--- src/rtl/ptcg_pkg.sv ---
// ptcg_pkg: shared constants, types and the 5x7 font for the pov text column generator
// no dependencies; used by every other file of the block
`default_nettype none

package ptcg_pkg;

  // message store geometry
  localparam int MsgDepth = 64;
  localparam int AddrW    = (MsgDepth > 1) ? $clog2(MsgDepth) : 1;

  // field widths
  localparam int IdxW  = 6;
  localparam int CodeW = 8;
  localparam int HdgW  = 16;
  localparam int LenW  = 7;
  localparam int ColW  = 9;
  localparam int LedW  = 8;
  localparam int SlotW = 3;
  localparam int ProdW = ColW + LenW;

  // rotation and font geometry
  localparam int ColsPerRev   = 360;
  localparam int GlyphW       = 5;
  localparam int CellW        = GlyphW + 1;
  localparam int SlotSpan     = ColsPerRev / CellW;
  localparam int LedRowOffset = 1;

  // exact floor(p / 360) for p < 2**16: (p * RecipMul) >> RecipShift
  localparam int RecipShift = 24;
  localparam int RecipMul   = ((1 << RecipShift) + ColsPerRev - 1) / ColsPerRev;

  // apb
  localparam int PAddrW = 3;
  localparam int PDataW = 32;

  localparam logic [CodeW-1:0] CharSpace = 8'h20;
  localparam logic [CodeW-1:0] CharZero  = 8'h30;
  localparam logic [CodeW-1:0] CharNine  = 8'h39;
  localparam logic [CodeW-1:0] CharUpA   = 8'h41;
  localparam logic [CodeW-1:0] CharUpZ   = 8'h5A;
  localparam logic [CodeW-1:0] CharLoA   = 8'h61;
  localparam logic [CodeW-1:0] CharLoZ   = 8'h7A;
  localparam logic [CodeW-1:0] CaseFold  = 8'h20;

  typedef enum logic {
    KindChar    = 1'b0,
    KindHeading = 1'b1
  } kind_e;

  typedef enum logic {
    ModeWait = 1'b0,
    ModeText = 1'b1
  } mode_e;

  typedef enum logic [PAddrW-3:0] {
    RegMsgLen = 1'b0
  } reg_e;

  // message store access, one write and one read port
  typedef struct packed {
    logic             we;
    logic [AddrW-1:0] waddr;
    logic [CodeW-1:0] wdata;
    logic             re;
    logic [AddrW-1:0] raddr;
  } ram_req_t;

  // glyph columns, first column in the top byte
  localparam logic [39:0] DigitFont [10] = '{
    40'h3E_51_49_45_3E, 40'h00_42_7F_40_00, 40'h42_61_51_49_46, 40'h21_41_45_4B_31,
    40'h18_14_12_7F_10, 40'h27_45_45_45_39, 40'h3C_4A_49_49_30, 40'h01_71_09_05_03,
    40'h36_49_49_49_36, 40'h06_49_49_29_1E
  };

  localparam logic [39:0] LetterFont [26] = '{
    40'h7E_11_11_11_7E, 40'h7F_49_49_49_36, 40'h3E_41_41_41_22, 40'h7F_41_41_22_1C,
    40'h7F_49_49_49_41, 40'h7F_09_09_09_01, 40'h3E_41_49_49_7A, 40'h7F_08_08_08_7F,
    40'h00_41_7F_41_00, 40'h20_40_41_3F_01, 40'h7F_08_14_22_41, 40'h7F_40_40_40_40,
    40'h7F_02_0C_02_7F, 40'h7F_04_08_10_7F, 40'h3E_41_41_41_3E, 40'h7F_09_09_09_06,
    40'h3E_41_51_21_5E, 40'h7F_09_19_29_46, 40'h46_49_49_49_31, 40'h01_01_7F_01_01,
    40'h3F_40_40_40_3F, 40'h1F_20_40_20_1F, 40'h3F_40_38_40_3F, 40'h63_14_08_14_63,
    40'h07_08_70_08_07, 40'h61_51_49_45_43
  };

  // seven font rows of one glyph column, blank for the spacing slot and other codes
  function automatic logic [6:0] glyph_col(logic [CodeW-1:0] code, logic [SlotW-1:0] slot);
    logic [CodeW-1:0] c;
    logic [39:0]      row;
    logic [6:0]       bits;
    c    = code;
    row  = '0;
    bits = '0;
    if (c >= CharLoA && c <= CharLoZ) begin
      c = c - CaseFold;
    end
    if (c >= CharZero && c <= CharNine) begin
      row = DigitFont[4'(c - CharZero)];
    end else if (c >= CharUpA && c <= CharUpZ) begin
      row = LetterFont[5'(c - CharUpA)];
    end
    if (int'(slot) < GlyphW) begin
      bits = row[(GlyphW - 1 - int'(slot)) * 8 +: 7];
    end
    return bits;
  endfunction

endpackage

`default_nettype wire

--- src/rtl/ptcg_if.sv ---
// ptcg_in_if / ptcg_out_if: valid/ready channels carrying input and result items
// depends on ptcg_pkg for field widths
`default_nettype none

interface ptcg_in_if;
  logic                        valid;
  logic                        ready;
  logic                        kind;
  logic [ptcg_pkg::IdxW-1:0]   char_index;
  logic [ptcg_pkg::CodeW-1:0]  char_code;
  logic                        hdg_usable;
  logic signed [ptcg_pkg::HdgW-1:0] heading_q4;

  modport source (output valid, kind, char_index, char_code, hdg_usable, heading_q4,
                  input ready);
  modport sink   (input valid, kind, char_index, char_code, hdg_usable, heading_q4,
                  output ready);
endinterface

interface ptcg_out_if;
  logic                       valid;
  logic                       ready;
  logic                       mode;
  logic [ptcg_pkg::LedW-1:0]  led_mask;
  logic [ptcg_pkg::ColW-1:0]  column_index;

  modport source (output valid, mode, led_mask, column_index, input ready);
  modport sink   (input valid, mode, led_mask, column_index, output ready);
endinterface

`default_nettype wire

--- src/rtl/ptcg_cfg_regs.sv ---
// ptcg_cfg_regs: apb register file holding the message length
// depends on ptcg_pkg
`default_nettype none

module ptcg_cfg_regs (
  input  wire logic                          clk_i,
  input  wire logic                          rst_ni,
  input  wire logic                          psel,
  input  wire logic                          penable,
  input  wire logic                          pwrite,
  input  wire logic [ptcg_pkg::PAddrW-1:0]   paddr,
  input  wire logic [ptcg_pkg::PDataW-1:0]   pwdata,
  output logic      [ptcg_pkg::PDataW-1:0]   prdata,
  output logic                               pready,
  output logic      [ptcg_pkg::LenW-1:0]     len_o
);

  logic [ptcg_pkg::LenW-1:0] len_q, len_d;
  logic                      wr_en;

  assign pready = 1'b1;
  assign wr_en  = psel && penable && pwrite && pready &&
                  (paddr[ptcg_pkg::PAddrW-1:2] == ptcg_pkg::RegMsgLen);

  always_comb begin
    len_d = len_q;
    if (wr_en) begin
      len_d = pwdata[ptcg_pkg::LenW-1:0];
    end
  end

  always_ff @(posedge clk_i or negedge rst_ni) begin
    if (!rst_ni) begin
      len_q <= ptcg_pkg::LenW'(1);
    end else begin
      len_q <= len_d;
    end
  end

  always_comb begin
    unique case (paddr[ptcg_pkg::PAddrW-1:2])
      ptcg_pkg::RegMsgLen: prdata = ptcg_pkg::PDataW'(len_q);
      default:             prdata = '0;
    endcase
  end

  // zero acts as one, anything past the store depth as the depth
  always_comb begin
    if (len_q == '0) begin
      len_o = ptcg_pkg::LenW'(1);
    end else if (int'(len_q) > ptcg_pkg::MsgDepth) begin
      len_o = ptcg_pkg::LenW'(ptcg_pkg::MsgDepth);
    end else begin
      len_o = len_q;
    end
  end

endmodule

`default_nettype wire

--- src/rtl/ptcg_msg_ram.sv ---
// ptcg_msg_ram: message store, synchronous ram with registered read and per-entry valid bits
// depends on ptcg_pkg (ram_req_t, depth); unwritten entries read as space
`default_nettype none

module ptcg_msg_ram (
  input  wire logic                         clk_i,
  input  wire logic                         rst_ni,
  input  wire ptcg_pkg::ram_req_t           req_i,
  output logic      [ptcg_pkg::CodeW-1:0]   rdata_o
);

  logic [ptcg_pkg::CodeW-1:0]    mem [ptcg_pkg::MsgDepth];
  logic [ptcg_pkg::MsgDepth-1:0] vld_q;
  logic [ptcg_pkg::CodeW-1:0]    rd_q;
  logic                          rd_vld_q;

  always_ff @(posedge clk_i) begin
    if (req_i.we) begin
      mem[req_i.waddr] <= req_i.wdata;
    end
    if (req_i.re) begin
      rd_q <= mem[req_i.raddr];
    end
  end

  always_ff @(posedge clk_i or negedge rst_ni) begin
    if (!rst_ni) begin
      vld_q    <= '0;
      rd_vld_q <= 1'b0;
    end else begin
      if (req_i.we) begin
        vld_q[req_i.waddr] <= 1'b1;
      end
      if (req_i.re) begin
        rd_vld_q <= vld_q[req_i.raddr];
      end
    end
  end

  assign rdata_o = rd_vld_q ? rd_q : ptcg_pkg::CharSpace;

endmodule

`default_nettype wire

--- src/rtl/pov_text_column_generator_core.sv ---
// pov_text_column_generator_core: top level, heading to text column pipeline around the store
// depends on ptcg_pkg, ptcg_if, ptcg_cfg_regs, ptcg_msg_ram
//
// channel  | dir | handshake     | payload
// ---------+-----+---------------+---------------------------------------------------
// in_ch    | in  | valid/ready   | kind, char_index, char_code, hdg_usable, heading_q4
// out_ch   | out | valid/ready   | mode, led_mask, column_index
// apb      | in  | psel/penable  | paddr, pwdata, prdata (message_length at 0x0)
//
// one item per cycle sustained while the output does not stall; a result passes the
// stage 1, stage 2 and stage 3 registers into the output register, from which it can leave
// (column select at acceptance, then reciprocal multiply, store read, glyph lookup)
// the store sees all reads and writes in one stage, so items hit it in arrival order
// reset takes effect at once: valid bits make the whole store read as spaces
// a stalled output only blocks the pipe once every stage ahead of it is full;
// writes and repeated columns leave the pipe before the output register
`default_nettype none

module pov_text_column_generator_core (
  input  wire logic                        clk_i,
  input  wire logic                        rst_ni,
  ptcg_in_if.sink                          in_ch,
  ptcg_out_if.source                       out_ch,
  input  wire logic                        psel,
  input  wire logic                        penable,
  input  wire logic                        pwrite,
  input  wire logic [ptcg_pkg::PAddrW-1:0] paddr,
  input  wire logic [ptcg_pkg::PDataW-1:0] pwdata,
  output logic      [ptcg_pkg::PDataW-1:0] prdata,
  output logic                             pready
);

  // ---------------------------------------------------------------- config
  logic [ptcg_pkg::LenW-1:0] len_eff;

  ptcg_cfg_regs u_cfg (
    .clk_i   (clk_i),
    .rst_ni  (rst_ni),
    .psel    (psel),
    .penable (penable),
    .pwrite  (pwrite),
    .paddr   (paddr),
    .pwdata  (pwdata),
    .prdata  (prdata),
    .pready  (pready),
    .len_o   (len_eff)
  );

  // ---------------------------------------------------------------- handshake / stalls
  logic in_fire;
  logic s1_free, s2_free, s3_free, o_free;
  logic m1, m2, m3;

  // stage regs
  logic                          v1_q, v2_q, v3_q, ov_q;
  logic                          e1_q, e2_q;
  logic                          k1_q, k2_q;
  logic                          mode1_q, mode2_q, mode3_q;
  logic [ptcg_pkg::ColW-1:0]     col1_q, col2_q, col3_q;
  logic [ptcg_pkg::ProdW-1:0]    p1_q, p2_q;
  logic [ptcg_pkg::LenW-1:0]     ci2_q;
  logic [ptcg_pkg::IdxW-1:0]     idx1_q, idx2_q;
  logic [ptcg_pkg::CodeW-1:0]    code1_q, code2_q;
  logic [ptcg_pkg::SlotW-1:0]    slot3_q;

  // output regs
  logic                          omode_q;
  logic [ptcg_pkg::LedW-1:0]     oled_q;
  logic [ptcg_pkg::ColW-1:0]     ocol_q;

  // a stage moves when the one ahead is free; non-emitting items drop out after the store
  assign o_free  = !ov_q || out_ch.ready;
  assign s3_free = !v3_q || o_free;
  assign m3      = v3_q && o_free;
  assign m2      = v2_q && (s3_free || !e2_q);
  assign s2_free = !v2_q || m2;
  assign m1      = v1_q && s2_free;
  assign s1_free = !v1_q || m1;

  assign in_ch.ready = s1_free;
  assign in_fire     = in_ch.valid && s1_free;

  // ---------------------------------------------------------------- stage 0: column select
  logic [10:0]                raw_col;
  logic [ptcg_pkg::ColW-1:0]  col_s0;
  logic                       dup_s0;
  logic                       is_hdg;
  logic                       emit_s0;
  logic [ptcg_pkg::ProdW-1:0] p_s0;
  logic [ptcg_pkg::ColW-1:0]  last_q, last_d;
  logic                       known_q, known_d;

  assign raw_col = in_ch.heading_q4[ptcg_pkg::HdgW-2:4];
  assign is_hdg  = (in_ch.kind == ptcg_pkg::KindHeading);

  // truncate toward zero: negative headings all land on column zero, columns past 359 clamp to 359
  always_comb begin
    if (in_ch.heading_q4[ptcg_pkg::HdgW-1]) begin
      col_s0 = '0;
    end else if (raw_col > 11'(ptcg_pkg::ColsPerRev - 1)) begin
      col_s0 = ptcg_pkg::ColW'(ptcg_pkg::ColsPerRev - 1);
    end else begin
      col_s0 = raw_col[ptcg_pkg::ColW-1:0];
    end
  end

  assign dup_s0  = known_q && (col_s0 == last_q);
  assign emit_s0 = is_hdg && (!in_ch.hdg_usable || !dup_s0);
  // message column numerator: col * len, later split by 360 into char and slot
  assign p_s0    = ptcg_pkg::ProdW'(col_s0) * ptcg_pkg::ProdW'(len_eff);

  always_comb begin
    last_d  = last_q;
    known_d = known_q;
    if (in_fire && is_hdg) begin
      if (!in_ch.hdg_usable) begin
        known_d = 1'b0;
      end else if (!dup_s0) begin
        last_d  = col_s0;
        known_d = 1'b1;
      end
    end
  end

  always_ff @(posedge clk_i or negedge rst_ni) begin
    if (!rst_ni) begin
      last_q  <= '0;
      known_q <= 1'b0;
    end else begin
      last_q  <= last_d;
      known_q <= known_d;
    end
  end

  // ---------------------------------------------------------------- stage 1 regs
  always_ff @(posedge clk_i or negedge rst_ni) begin
    if (!rst_ni) begin
      v1_q <= 1'b0;
    end else if (s1_free) begin
      v1_q <= in_fire;
    end
  end

  always_ff @(posedge clk_i) begin
    if (in_fire) begin
      e1_q    <= emit_s0;
      k1_q    <= is_hdg;
      mode1_q <= in_ch.hdg_usable;
      col1_q  <= in_ch.hdg_usable ? col_s0 : '0;
      p1_q    <= p_s0;
      idx1_q  <= in_ch.char_index;
      code1_q <= in_ch.char_code;
    end
  end

  // ---------------------------------------------------------------- stage 1: char index
  logic [31:0] recip_prod;

  // floor(p / 360) by reciprocal, exact over the whole product range
  assign recip_prod = 32'(p1_q) * 32'(ptcg_pkg::RecipMul);

  always_ff @(posedge clk_i or negedge rst_ni) begin
    if (!rst_ni) begin
      v2_q <= 1'b0;
    end else if (s2_free) begin
      v2_q <= v1_q;
    end
  end

  always_ff @(posedge clk_i) begin
    if (m1) begin
      e2_q    <= e1_q;
      k2_q    <= k1_q;
      mode2_q <= mode1_q;
      col2_q  <= col1_q;
      p2_q    <= p1_q;
      ci2_q   <= recip_prod[ptcg_pkg::RecipShift +: ptcg_pkg::LenW];
      idx2_q  <= idx1_q;
      code2_q <= code1_q;
    end
  end

  // ---------------------------------------------------------------- stage 2: slot, store access
  logic [ptcg_pkg::ProdW-1:0] rem_full;
  logic [ptcg_pkg::ColW-1:0]  rem;
  logic [ptcg_pkg::SlotW-1:0] slot_s2;
  ptcg_pkg::ram_req_t         ram_req;
  logic [ptcg_pkg::CodeW-1:0] ram_rdata;

  assign rem_full = p2_q - ptcg_pkg::ProdW'(ci2_q) * ptcg_pkg::ProdW'(ptcg_pkg::ColsPerRev);
  assign rem      = rem_full[ptcg_pkg::ColW-1:0];

  // remainder below 360 picks one of six slots of 60 each
  always_comb begin
    slot_s2 = ptcg_pkg::SlotW'(ptcg_pkg::CellW - 1);
    for (int i = ptcg_pkg::CellW - 1; i > 0; i--) begin
      if (rem < ptcg_pkg::ColW'(i * ptcg_pkg::SlotSpan)) begin
        slot_s2 = ptcg_pkg::SlotW'(i - 1);
      end
    end
  end

  always_comb begin
    ram_req.we    = m2 && !k2_q && (int'(idx2_q) < ptcg_pkg::MsgDepth);
    ram_req.waddr = ptcg_pkg::AddrW'(idx2_q);
    ram_req.wdata = code2_q;
    ram_req.re    = m2 && e2_q && mode2_q;
    ram_req.raddr = ptcg_pkg::AddrW'(ci2_q);
  end

  ptcg_msg_ram u_ram (
    .clk_i   (clk_i),
    .rst_ni  (rst_ni),
    .req_i   (ram_req),
    .rdata_o (ram_rdata)
  );

  // ---------------------------------------------------------------- stage 3 regs
  always_ff @(posedge clk_i or negedge rst_ni) begin
    if (!rst_ni) begin
      v3_q <= 1'b0;
    end else if (s3_free) begin
      v3_q <= m2 && e2_q;
    end
  end

  always_ff @(posedge clk_i) begin
    if (m2 && e2_q) begin
      mode3_q <= mode2_q;
      col3_q  <= col2_q;
      slot3_q <= slot_s2;
    end
  end

  // ---------------------------------------------------------------- stage 3: glyph, output reg
  logic [6:0]                glyph_bits;
  logic [ptcg_pkg::LedW-1:0] led_s3;

  assign glyph_bits = ptcg_pkg::glyph_col(ram_rdata, slot3_q);
  // font row r drives led r+1, led 0 stays dark
  assign led_s3     = mode3_q ? (ptcg_pkg::LedW'({1'b0, glyph_bits}) << ptcg_pkg::LedRowOffset)
                              : '0;

  always_ff @(posedge clk_i or negedge rst_ni) begin
    if (!rst_ni) begin
      ov_q <= 1'b0;
    end else if (o_free) begin
      ov_q <= v3_q;
    end
  end

  always_ff @(posedge clk_i) begin
    if (m3) begin
      omode_q <= mode3_q;
      oled_q  <= led_s3;
      ocol_q  <= col3_q;
    end
  end

  assign out_ch.valid        = ov_q;
  assign out_ch.mode         = omode_q;
  assign out_ch.led_mask     = oled_q;
  assign out_ch.column_index = ocol_q;

  // ---------------------------------------------------------------- assertions
  // waiting indicator carries no column and no lit foreground
  a_wait_blank: assert property (@(posedge clk_i) disable iff (!rst_ni)
    out_ch.valid && (out_ch.mode == ptcg_pkg::ModeWait) |->
      (out_ch.led_mask == '0) && (out_ch.column_index == '0))
    else $error("waiting item with nonzero payload");

  // text columns stay in range and never light the bottom led
  a_text_range: assert property (@(posedge clk_i) disable iff (!rst_ni)
    out_ch.valid && (out_ch.mode == ptcg_pkg::ModeText) |->
      (out_ch.led_mask[0] == 1'b0) &&
      (out_ch.column_index <= ptcg_pkg::ColW'(ptcg_pkg::ColsPerRev - 1)))
    else $error("text item out of range");

  // an invalid heading forgets the last column
  a_forget: assert property (@(posedge clk_i) disable iff (!rst_ni)
    in_fire && is_hdg && !in_ch.hdg_usable |=> !known_q)
    else $error("last column still known after invalid heading");

  // a store read only happens for a text item heading into a free stage
  a_read_ctl: assert property (@(posedge clk_i) disable iff (!rst_ni)
    ram_req.re |-> v2_q && s3_free && !ram_req.we)
    else $error("store read without a text item");

endmodule

`default_nettype wire
--- src/flat_wrapper.sv ---
// flat-port wrapper written by rule: the top's interface ports become plain ports
module pov_text_column_generator_core_flat 
  (clk_i, rst_ni, psel, penable, pwrite, paddr, pwdata, prdata, pready, in_ch_valid, in_ch_kind, in_ch_char_index, in_ch_char_code, in_ch_hdg_usable, in_ch_heading_q4, in_ch_ready, out_ch_valid, out_ch_mode, out_ch_led_mask, out_ch_column_index, out_ch_ready);
  ptcg_in_if in_ch_i ();
  ptcg_out_if out_ch_i ();
  input  wire logic clk_i;
  input  wire logic rst_ni;
  input  wire logic psel;
  input  wire logic penable;
  input  wire logic pwrite;
  input  wire logic [ptcg_pkg::PAddrW-1:0] paddr;
  input  wire logic [ptcg_pkg::PDataW-1:0] pwdata;
  output logic      [ptcg_pkg::PDataW-1:0] prdata;
  output logic pready;
  input wire logic [$bits(in_ch_i.valid)-1:0] in_ch_valid;
  input wire logic [$bits(in_ch_i.kind)-1:0] in_ch_kind;
  input wire logic [$bits(in_ch_i.char_index)-1:0] in_ch_char_index;
  input wire logic [$bits(in_ch_i.char_code)-1:0] in_ch_char_code;
  input wire logic [$bits(in_ch_i.hdg_usable)-1:0] in_ch_hdg_usable;
  input wire logic [$bits(in_ch_i.heading_q4)-1:0] in_ch_heading_q4;
  output wire logic [$bits(in_ch_i.ready)-1:0] in_ch_ready;
  output wire logic [$bits(out_ch_i.valid)-1:0] out_ch_valid;
  output wire logic [$bits(out_ch_i.mode)-1:0] out_ch_mode;
  output wire logic [$bits(out_ch_i.led_mask)-1:0] out_ch_led_mask;
  output wire logic [$bits(out_ch_i.column_index)-1:0] out_ch_column_index;
  input wire logic [$bits(out_ch_i.ready)-1:0] out_ch_ready;
  assign in_ch_i.valid = in_ch_valid;
  assign in_ch_i.kind = in_ch_kind;
  assign in_ch_i.char_index = in_ch_char_index;
  assign in_ch_i.char_code = in_ch_char_code;
  assign in_ch_i.hdg_usable = in_ch_hdg_usable;
  assign in_ch_i.heading_q4 = in_ch_heading_q4;
  assign in_ch_ready = in_ch_i.ready;
  assign out_ch_valid = out_ch_i.valid;
  assign out_ch_mode = out_ch_i.mode;
  assign out_ch_led_mask = out_ch_i.led_mask;
  assign out_ch_column_index = out_ch_i.column_index;
  assign out_ch_i.ready = out_ch_ready;
  pov_text_column_generator_core u_core (.clk_i(clk_i), .rst_ni(rst_ni), .in_ch(in_ch_i), .out_ch(out_ch_i), .psel(psel), .penable(penable), .pwrite(pwrite), .paddr(paddr), .pwdata(pwdata), .prdata(prdata), .pready(pready));
endmodule
--- config.mk ---
export PLATFORM = sky130hd
export DESIGN_NAME = pov_text_column_generator_core_flat
export DESIGN_NICKNAME = d
export VERILOG_FILES = /design/src/rtl/ptcg_pkg.sv /design/src/rtl/ptcg_if.sv /design/src/rtl/ptcg_cfg_regs.sv /design/src/rtl/ptcg_msg_ram.sv /design/src/rtl/pov_text_column_generator_core.sv /design/src/flat_wrapper.sv
export SDC_FILE = /design/constraint.sdc
export NUM_CORES = 1
export LEC_CHECK = 0
export ABC_CLOCK_PERIOD_IN_PS = 10100
export BUFFER_PORTS_ARGS = -buffer_cell sky130_fd_sc_hd__clkbuf_2
export CELL_PAD_IN_SITES_DETAIL_PLACEMENT = 0
export CELL_PAD_IN_SITES_GLOBAL_PLACEMENT = 1
export CORE_MARGIN = 5
export CORE_UTILIZATION = 58
export DETAILED_ROUTE_END_ITERATION = 8
export HOLD_SLACK_MARGIN = 0.06
export PLACE_DENSITY_LB_ADDON = 0.1
export RECOVER_POWER = 50
export SLEW_MARGIN = 30
export SYNTH_ARGS = -nofsm -noshare
export SYNTH_HDL_FRONTEND = slang
export SYNTH_SLANG_ARGS = --single-unit
--- constraint.sdc ---
create_clock -name clk_i -period 10.1 [get_ports clk_i]
set_clock_uncertainty 0.1 [all_clocks]
set_input_delay 1.01 -clock clk_i [delete_from_list [all_inputs] [get_ports clk_i]]
set_output_delay 1.01 -clock clk_i [all_outputs]
set_load 0.1 [all_outputs]
=== After elaboration in Yosys (flattened, before gate mapping) ===
Memories as Yosys holds them, arrays and structs flattened. A register that Yosys moved wholly into a read port is not among the register bits.
Cells that the tools add are included.
W data, S select, Z words.

* Reduce and logical (&&, ||, !) cells: 37
* Shift-type cells: 1
* Equal/unequal tests: 2
* $mul: 3
* Order comparisons: 19
* Bitwise logic cells: 5
* $add $sub $neg: 5
* Muxes and demuxes: 25

{| class="wikitable"
|+ Operator list
! kind !! number
|-
| $mux W40 || 6
|-
| $or A64 B64 Y64 || 1
|-
| $shiftx A40 B32 Y7 || 1
|-
| $mul A16 B14 Y29 const B || 1
|-
| $mux W7 || 3
|-
| $lt A9 B8 Y1 const B || 2
|-
| $mux W9 || 2
|-
| $logic_and A1 B1 Y1 || 17
|-
| $ge A8 B7 Y1 const B || 2
|-
| $le A8 B7 Y1 const B || 2
|-
| $mul A9 B7 Y16 || 1
|-
| $mux W8 || 2
|-
| $lt A6 B7 Y1 const B || 2
|-
| $gt A11 B9 Y1 const B || 1
|-
| $eq A9 B9 Y1 || 1
|-
| $lt A9 B6 Y1 const B || 1
|-
| $lt A9 B7 Y1 const B || 1
|-
| $lt A9 B9 Y1 const B || 1
|-
| $sub A9 B9 Y9 || 1
|-
| $ge A8 B6 Y1 const B || 1
|-
| $le A8 B6 Y1 const B || 1
|-
| $logic_not A1 Y1 || 8
|-
| $mux W1 || 8
|-
| $sub A8 B6 Y8 const B || 1
|-
| other kinds (22) || 30
|}

* Register bits after elaboration: 201
* Input port bits: 74
* Bits in read-only memories: 1920
* Memories kept: 3
* Bits in writable memories: 512
* Output and inout port bits: 53

{| class="wikitable"
|+ Memory list
! name !! words !! width !! read ports !! clocked after Yosys merged registers in !! write ports !! RTL line !! text
|-
| (name not given) || 32 || 40 || 1 || 0 || 0 || ptcg_pkg.sv:99 || <nowiki>row = LetterFont[5'(c - CharUpA)];</nowiki>
|-
| (name not given) || 16 || 40 || 1 || 0 || 0 || ptcg_pkg.sv:97 || <nowiki>row = DigitFont[4'(c - CharZero)];</nowiki>
|-
| u_core.u_ram.mem || 64 || 8 || 1 || 1 || 1 || ptcg_msg_ram.sv:12 || <nowiki>logic [ptcg_pkg::CodeW-1:0] mem [ptcg_pkg::MsgDepth];</nowiki>
|}

=== Depth between registers and ports, before layout ===
* Word-level depth: 12
* Gate-level depth with buffers: 22

=== By module ===
From an unflattened synthesis, not the netlist that was laid out.

* Cells, all modules: 2313
* Area, all modules: 35539.1 um^2

{| class="wikitable"
|+ Modules (own cells, without submodules)
! module !! seq. area each (um^2) !! cells an instance !! area each (um^2) !! instances
|-
| ptcg_msg_ram || 17241.5 || 1046 || 22715.5 || 1
|-
| pov_text_column_generator_core || 3683.5 || 1208 || 12216.7 || 1
|-
| ptcg_cfg_regs || 176.4 || 59 || 606.8 || 1
|}

=== Worst setup path after synthesis ===
No wires, ideal clock.

* Path kind: input to register
* From: input port in_ch_heading_q4[8]
* To: register u_core.p1_q[15] (netlist bit) (data pin)
* Path slack: 4.410 ns
* Stages on the path: 20
* Required time: 9.740 ns
* Setup time: 0.260 ns
* Arrival time: 5.330 ns
* Cell sequence: o211a_1 > o21ai_2 > nand2_1 > nor2_1 > nor2_1 > and2_1 > fa_1 > fa_1 > fa_1 > inv_1 > fa_1 > inv_1 > ha_1 > nor3_1 > o21ai_0 > nand3_1 > a31oi_1 > a21o_1 > a21oi_1 > xnor2_1

* Cells in the longest elaborated chain, start to end: 4

{| class="wikitable"
|+ Ends and longest elaborated chain
! what !! RTL line !! text
|-
| start: declaration || flat_wrapper.sv:20 || <nowiki>input wire logic [$bits(in_ch_i.heading_q4)-1:0] in_ch_heading_q4;</nowiki>
|-
| $gt A11 B9 Y1 || pov_text_column_generator_core.sv:100 || <nowiki>end else if (raw_col > 11'(ptcg_pkg::ColsPerRev - 1)) begin</nowiki>
|-
| $mux W9 * || pov_text_column_generator_core.sv:100 ||
|-
| $mux W9 * || pov_text_column_generator_core.sv:98 || <nowiki>if (in_ch.heading_q4[ptcg_pkg::HdgW-1]) begin</nowiki>
|-
| $mul A9 B7 Y16 * || pov_text_column_generator_core.sv:110 || <nowiki>assign p_s0 = ptcg_pkg::ProdW'(col_s0) * ptcg_pkg::ProdW'(len_eff);</nowiki>
|-
| named net u_core.p_s0 (one bit) || pov_text_column_generator_core.sv:89 || <nowiki>logic [ptcg_pkg::ProdW-1:0] p_s0;</nowiki>
|-
| end signal: assignment || pov_text_column_generator_core.sv:150 || <nowiki>p1_q <= p_s0;</nowiki>
|-
| end: declaration || pov_text_column_generator_core.sv:60 || <nowiki>logic [ptcg_pkg::ProdW-1:0] p1_q, p2_q;</nowiki>
|}

The timed path passes the listed nets; every way through them passes the cells marked *.
A chain may end at the register's enable or synchronous reset.

=== Worst setup path in the final report ===
Same ends and word-level chain as after synthesis.

==> run_results.csv <==
group,metric,value,unit
floorplan,row_count,90,
synth,dominantRegCellSynth,"edfxtp_1",
timing,slew-limit-headroom,-170,%
finish,seqCellArea,21100,µm²
worst_hold_path,hold-path-endpoint,"u_core.code2_q[3]",
worst_hold_path,min_path_type,"flop to flop",
timing,fin_ws,4.00,ns
grt,antenna_found_initial,1,
finish,area_growth,10.3,%
grt,grt_max_degree,148,
synth,synth_area,35000,µm²
synth,synth_area_per_cell,15.8,µm²
critical_path,cp-start-kind,"input port",
timing,hold_violations,0,
finish,fin_util,64.3,%
cts,htreeDepth,3,
synth,syn_inst,2212,
synth,synthArstFlopShare,12.0,%
critical_path,worst-path-buf-inv,3,
critical_path,cp.arrival,6.32,ns
grt,busiest_layer,"met2",
run,drv_cap,9,
route,drt_first_pass_iters,7,
timing,tns,0,ns
grt,grtUsageMet2,37.3,%
power,ir_worst_vdd,847,µV
route,ant_nets,0,
power,p_leak,14.5,nW
critical_path,crit_path_frequent_cell,"fa_1",
cts,ctsHoldBuffers,0,
run_status,outcome,"finished, violations left",
worst_hold_path,hold_path.startpoint,"u_core.code1_q[3]",
critical_path,crit_family,"adder cells",
finish,drive_gt1_share,20.7,%
cts,post_cts_buffers,0,
timing,post-route-period-util,60.4,%
placed_design,io_buffers,68,
synth,synth_seq_cells,717,
timing,setup_viol,0,
critical_path,critPathCaptureType,"flop",
cts,cts_sinks,717,
finish,diodes,0,
finish,multi_input_area,12800,µm²
timing,rsz0062_at_grt,"no",
floorplan,ios,127,
grt,gr-total-overflow,0,
route,drt-initial-drc-count,1760,
cts,clkLatencyLatePin,0.62,ns
synth,ys_types,77,
critical_path,crit_type,"input port to flop",
critical_path,r2r-end,"u_core.ci2_q[4]",
grt,grt_pass1_wl,121000,µm
worst_hold_path,min_path_cells,0,
floorplan,fp.dieH,256,µm
floorplan,die-area,65300,µm²
grt,grt_pass1_vias,19600,
timing,maxSlewViolCount,563,
synth,synth_edf_count,631,
timing,fmax,164,MHz
finish,nets,2623,
grt,grt_use_total,23.9,%
timing,period_minus_slack,6.10,ns
route,viasPerCell,6.14,
grt,grt_use_met3,4.38,%
finish,fill_cells,4275,
grt,use_met1,36.0,%
cts,clock-root-buffer,"clkbuf_16",
critical_path,crit_chain,"clkbuf_1, o211a_1, o21ai_0, nand2_1, o21bai_1, nor2_1, fa_1, fa_1, fa_1, inv_1, fa_1, inv_1, ha_1, nor3_1, o21ai_0, nand3_1, a31oi_1, a21o_1, a21oi_1, xnor2_1",
critical_path,required,10.32,ns
synth,ys_warn_count,0,
power,p_per_area,338,nW/µm²
floorplan,start_util,58.2,%
synth,yosysSeqAreaShare,60.4,%
critical_path,cp_slowest_cell,"fa_1",
cts,numCtsBuffers,74,
critical_path,path_max_fanout,10,
critical_path,critPathMaxStageDelay,0.55,ns
floorplan,die_w,256,µm
cts,cts.path.max_buffers,3,
timing,worstMarginPinSlew,4.05,ns
cts,clk_pin_slew_worst_paths,0.06,ns
cts,cts_tree,"done",
placed_design,dp_slack,3.75,ns
route,wl_per_cell,24.7,µm
floorplan,core-area,60000,µm²
run_status,violations,"max-capacitance violations, max-slew violations",
route,drc,0,
critical_path,reg2reg_from,"u_core.p1_q[4]",
route,vias,19200,
critical_path,reg2regPathDepth,15,
route,wirelength,77300,µm
critical_path,reg2reg_slack,4.21,ns
placed_design,dpl.hpwl,50900,µm
cts,cts_resized,0,
placed_design,place.gp.congestion,0.885,
-- worst reg2reg max path: stages, from the launching register on --
cell       delay [ns]
edfxtp_1         0.57
ha_1             0.39
inv_1            0.06
fa_1             0.54
inv_1            0.06
fa_1             0.51
fa_1             0.53
fa_1             0.58
fa_1             0.43
ha_1             0.33
o2111ai_1        0.18
a311oi_1         0.63
nor2_1           0.16
o211ai_1         0.29
a21oi_1          0.13
xnor2_1          0.13
-- where the power goes --
group,switching [W],total (W),internal [W]
sequential,0.000168,0.00368,0.00351
clock,0.00116,0.00282,0.00166
combinational,0.00367,0.00656,0.00289
total,0.00500,0.0131,0.00806
-- metal layers --
metal  share of wire, %  vias up
met5              0.026        -
met4                1.6        2
met3                7.2       83
met2                 48      691
met1                 43     9997
li1                   -     8447
-- worst max path at each step --
stage                        startpoint              end  slack, ns  cells past startpoint
finish              in_ch_heading_q4[8]  u_core.p1_q[15]       4.00                     20
global route        in_ch_heading_q4[8]  u_core.p1_q[14]       3.65                     21
CTS                      u_core.p1_q[4]  u_core.ci2_q[4]       4.17                     15
detailed placement  in_ch_heading_q4[8]  u_core.p1_q[14]       3.75                     21
global placement    in_ch_heading_q4[8]  u_core.p1_q[14]       3.74                     21
floorplan           in_ch_heading_q4[8]  u_core.p1_q[15]       4.41                     20
-- flip-flops by register name, indices dropped and copies added (netlist names), 9 cells and up --
signal / count
u_core.u_ram.mem: 512
u_core.u_ram.vld_q: 64
u_core.p1_q: 16
u_core.col1_q: 9
u_core.col2_q: 9
u_core.col3_q: 9
u_core.last_q: 9
u_core.out_ch.column_index: 9
-- area by class of cell --
class	count	share of cell area (%)
tap	782	2.54
clock inverter	45	1.30
clock buffer	91	5.37
inverter	167	1.62
multi-input combinational	1236	33.1
sequential	717	54.7
timing repair buffer	94	1.40
-- logic make-up after synthesis --
group / after synthesis / share of synthesized area [%]
flops: 717 / 60.4
simple gates: 452 / 6.25
buf+inv: 284 / 3.46
fa+ha+maj: 259 / 11.2
compound gates: 240 / 4.63
mux: 213 / 13.0
xor+xnor: 45 / 1.13
other cells: 2 / 0.0215
-- layout by cell type (no fill, tap or decap), drive strengths merged, types with 13 or more instances in the layout --
cell type,Yosys,layout
clkinv,2,33
nand2b,18,18
nand2,74,74
mux2,18,18
ha,170,170
edfxtp,631,631
nor2b,19,19
xnor2,30,30
a21oi,57,57
conb,2,27
buf,54,15
a211oi,13,13
o21ai,49,49
a31oi,17,17
xor2,15,15
mux4,190,190
nor2,176,176
clkbuf,63,170
dfrtp,85,85
and2,16,16
nor3,18,18
nand3,29,29
inv,165,168
or2,72,72
o211ai,13,13
fa,89,89
-- synthesized netlist by cell type (all sizes together), types with 12 or more instances --
cell	n	area, µm²
a211oi	13	110
a21o	12	90.1
a21oi	57	285
a31oi	17	106
and2	16	100
buf	54	348
clkbuf	63	236
dfrtp	85	2130
edfxtp	631	18900
fa	89	1780
ha	170	2130
inv	165	619
mux2	18	203
mux4	190	4280
nand2	74	278
nand2b	18	113
nand3	29	145
nor2	176	661
nor2b	19	119
nor3	18	90.1
o211ai	13	97.6
o21ai	49	249
or2	72	450
xnor2	30	263
xor2	15	131
-- metrics by stage --
stage                     total power, W  hold WS, ns  std cells  area [µm²]
after detailed placement          0.0103        0.305       2994       36000
after CTS                         0.0132        0.166       3130       38600
final                             0.0131        0.314       3132       38600
after floorplan                  0.00854        0.300       2237       35100
after global placement            0.0101        0.301       2993       36000
after global routing              0.0141        0.318       3132       38600
Note: power is estimated with default switching activity, not from simulation.
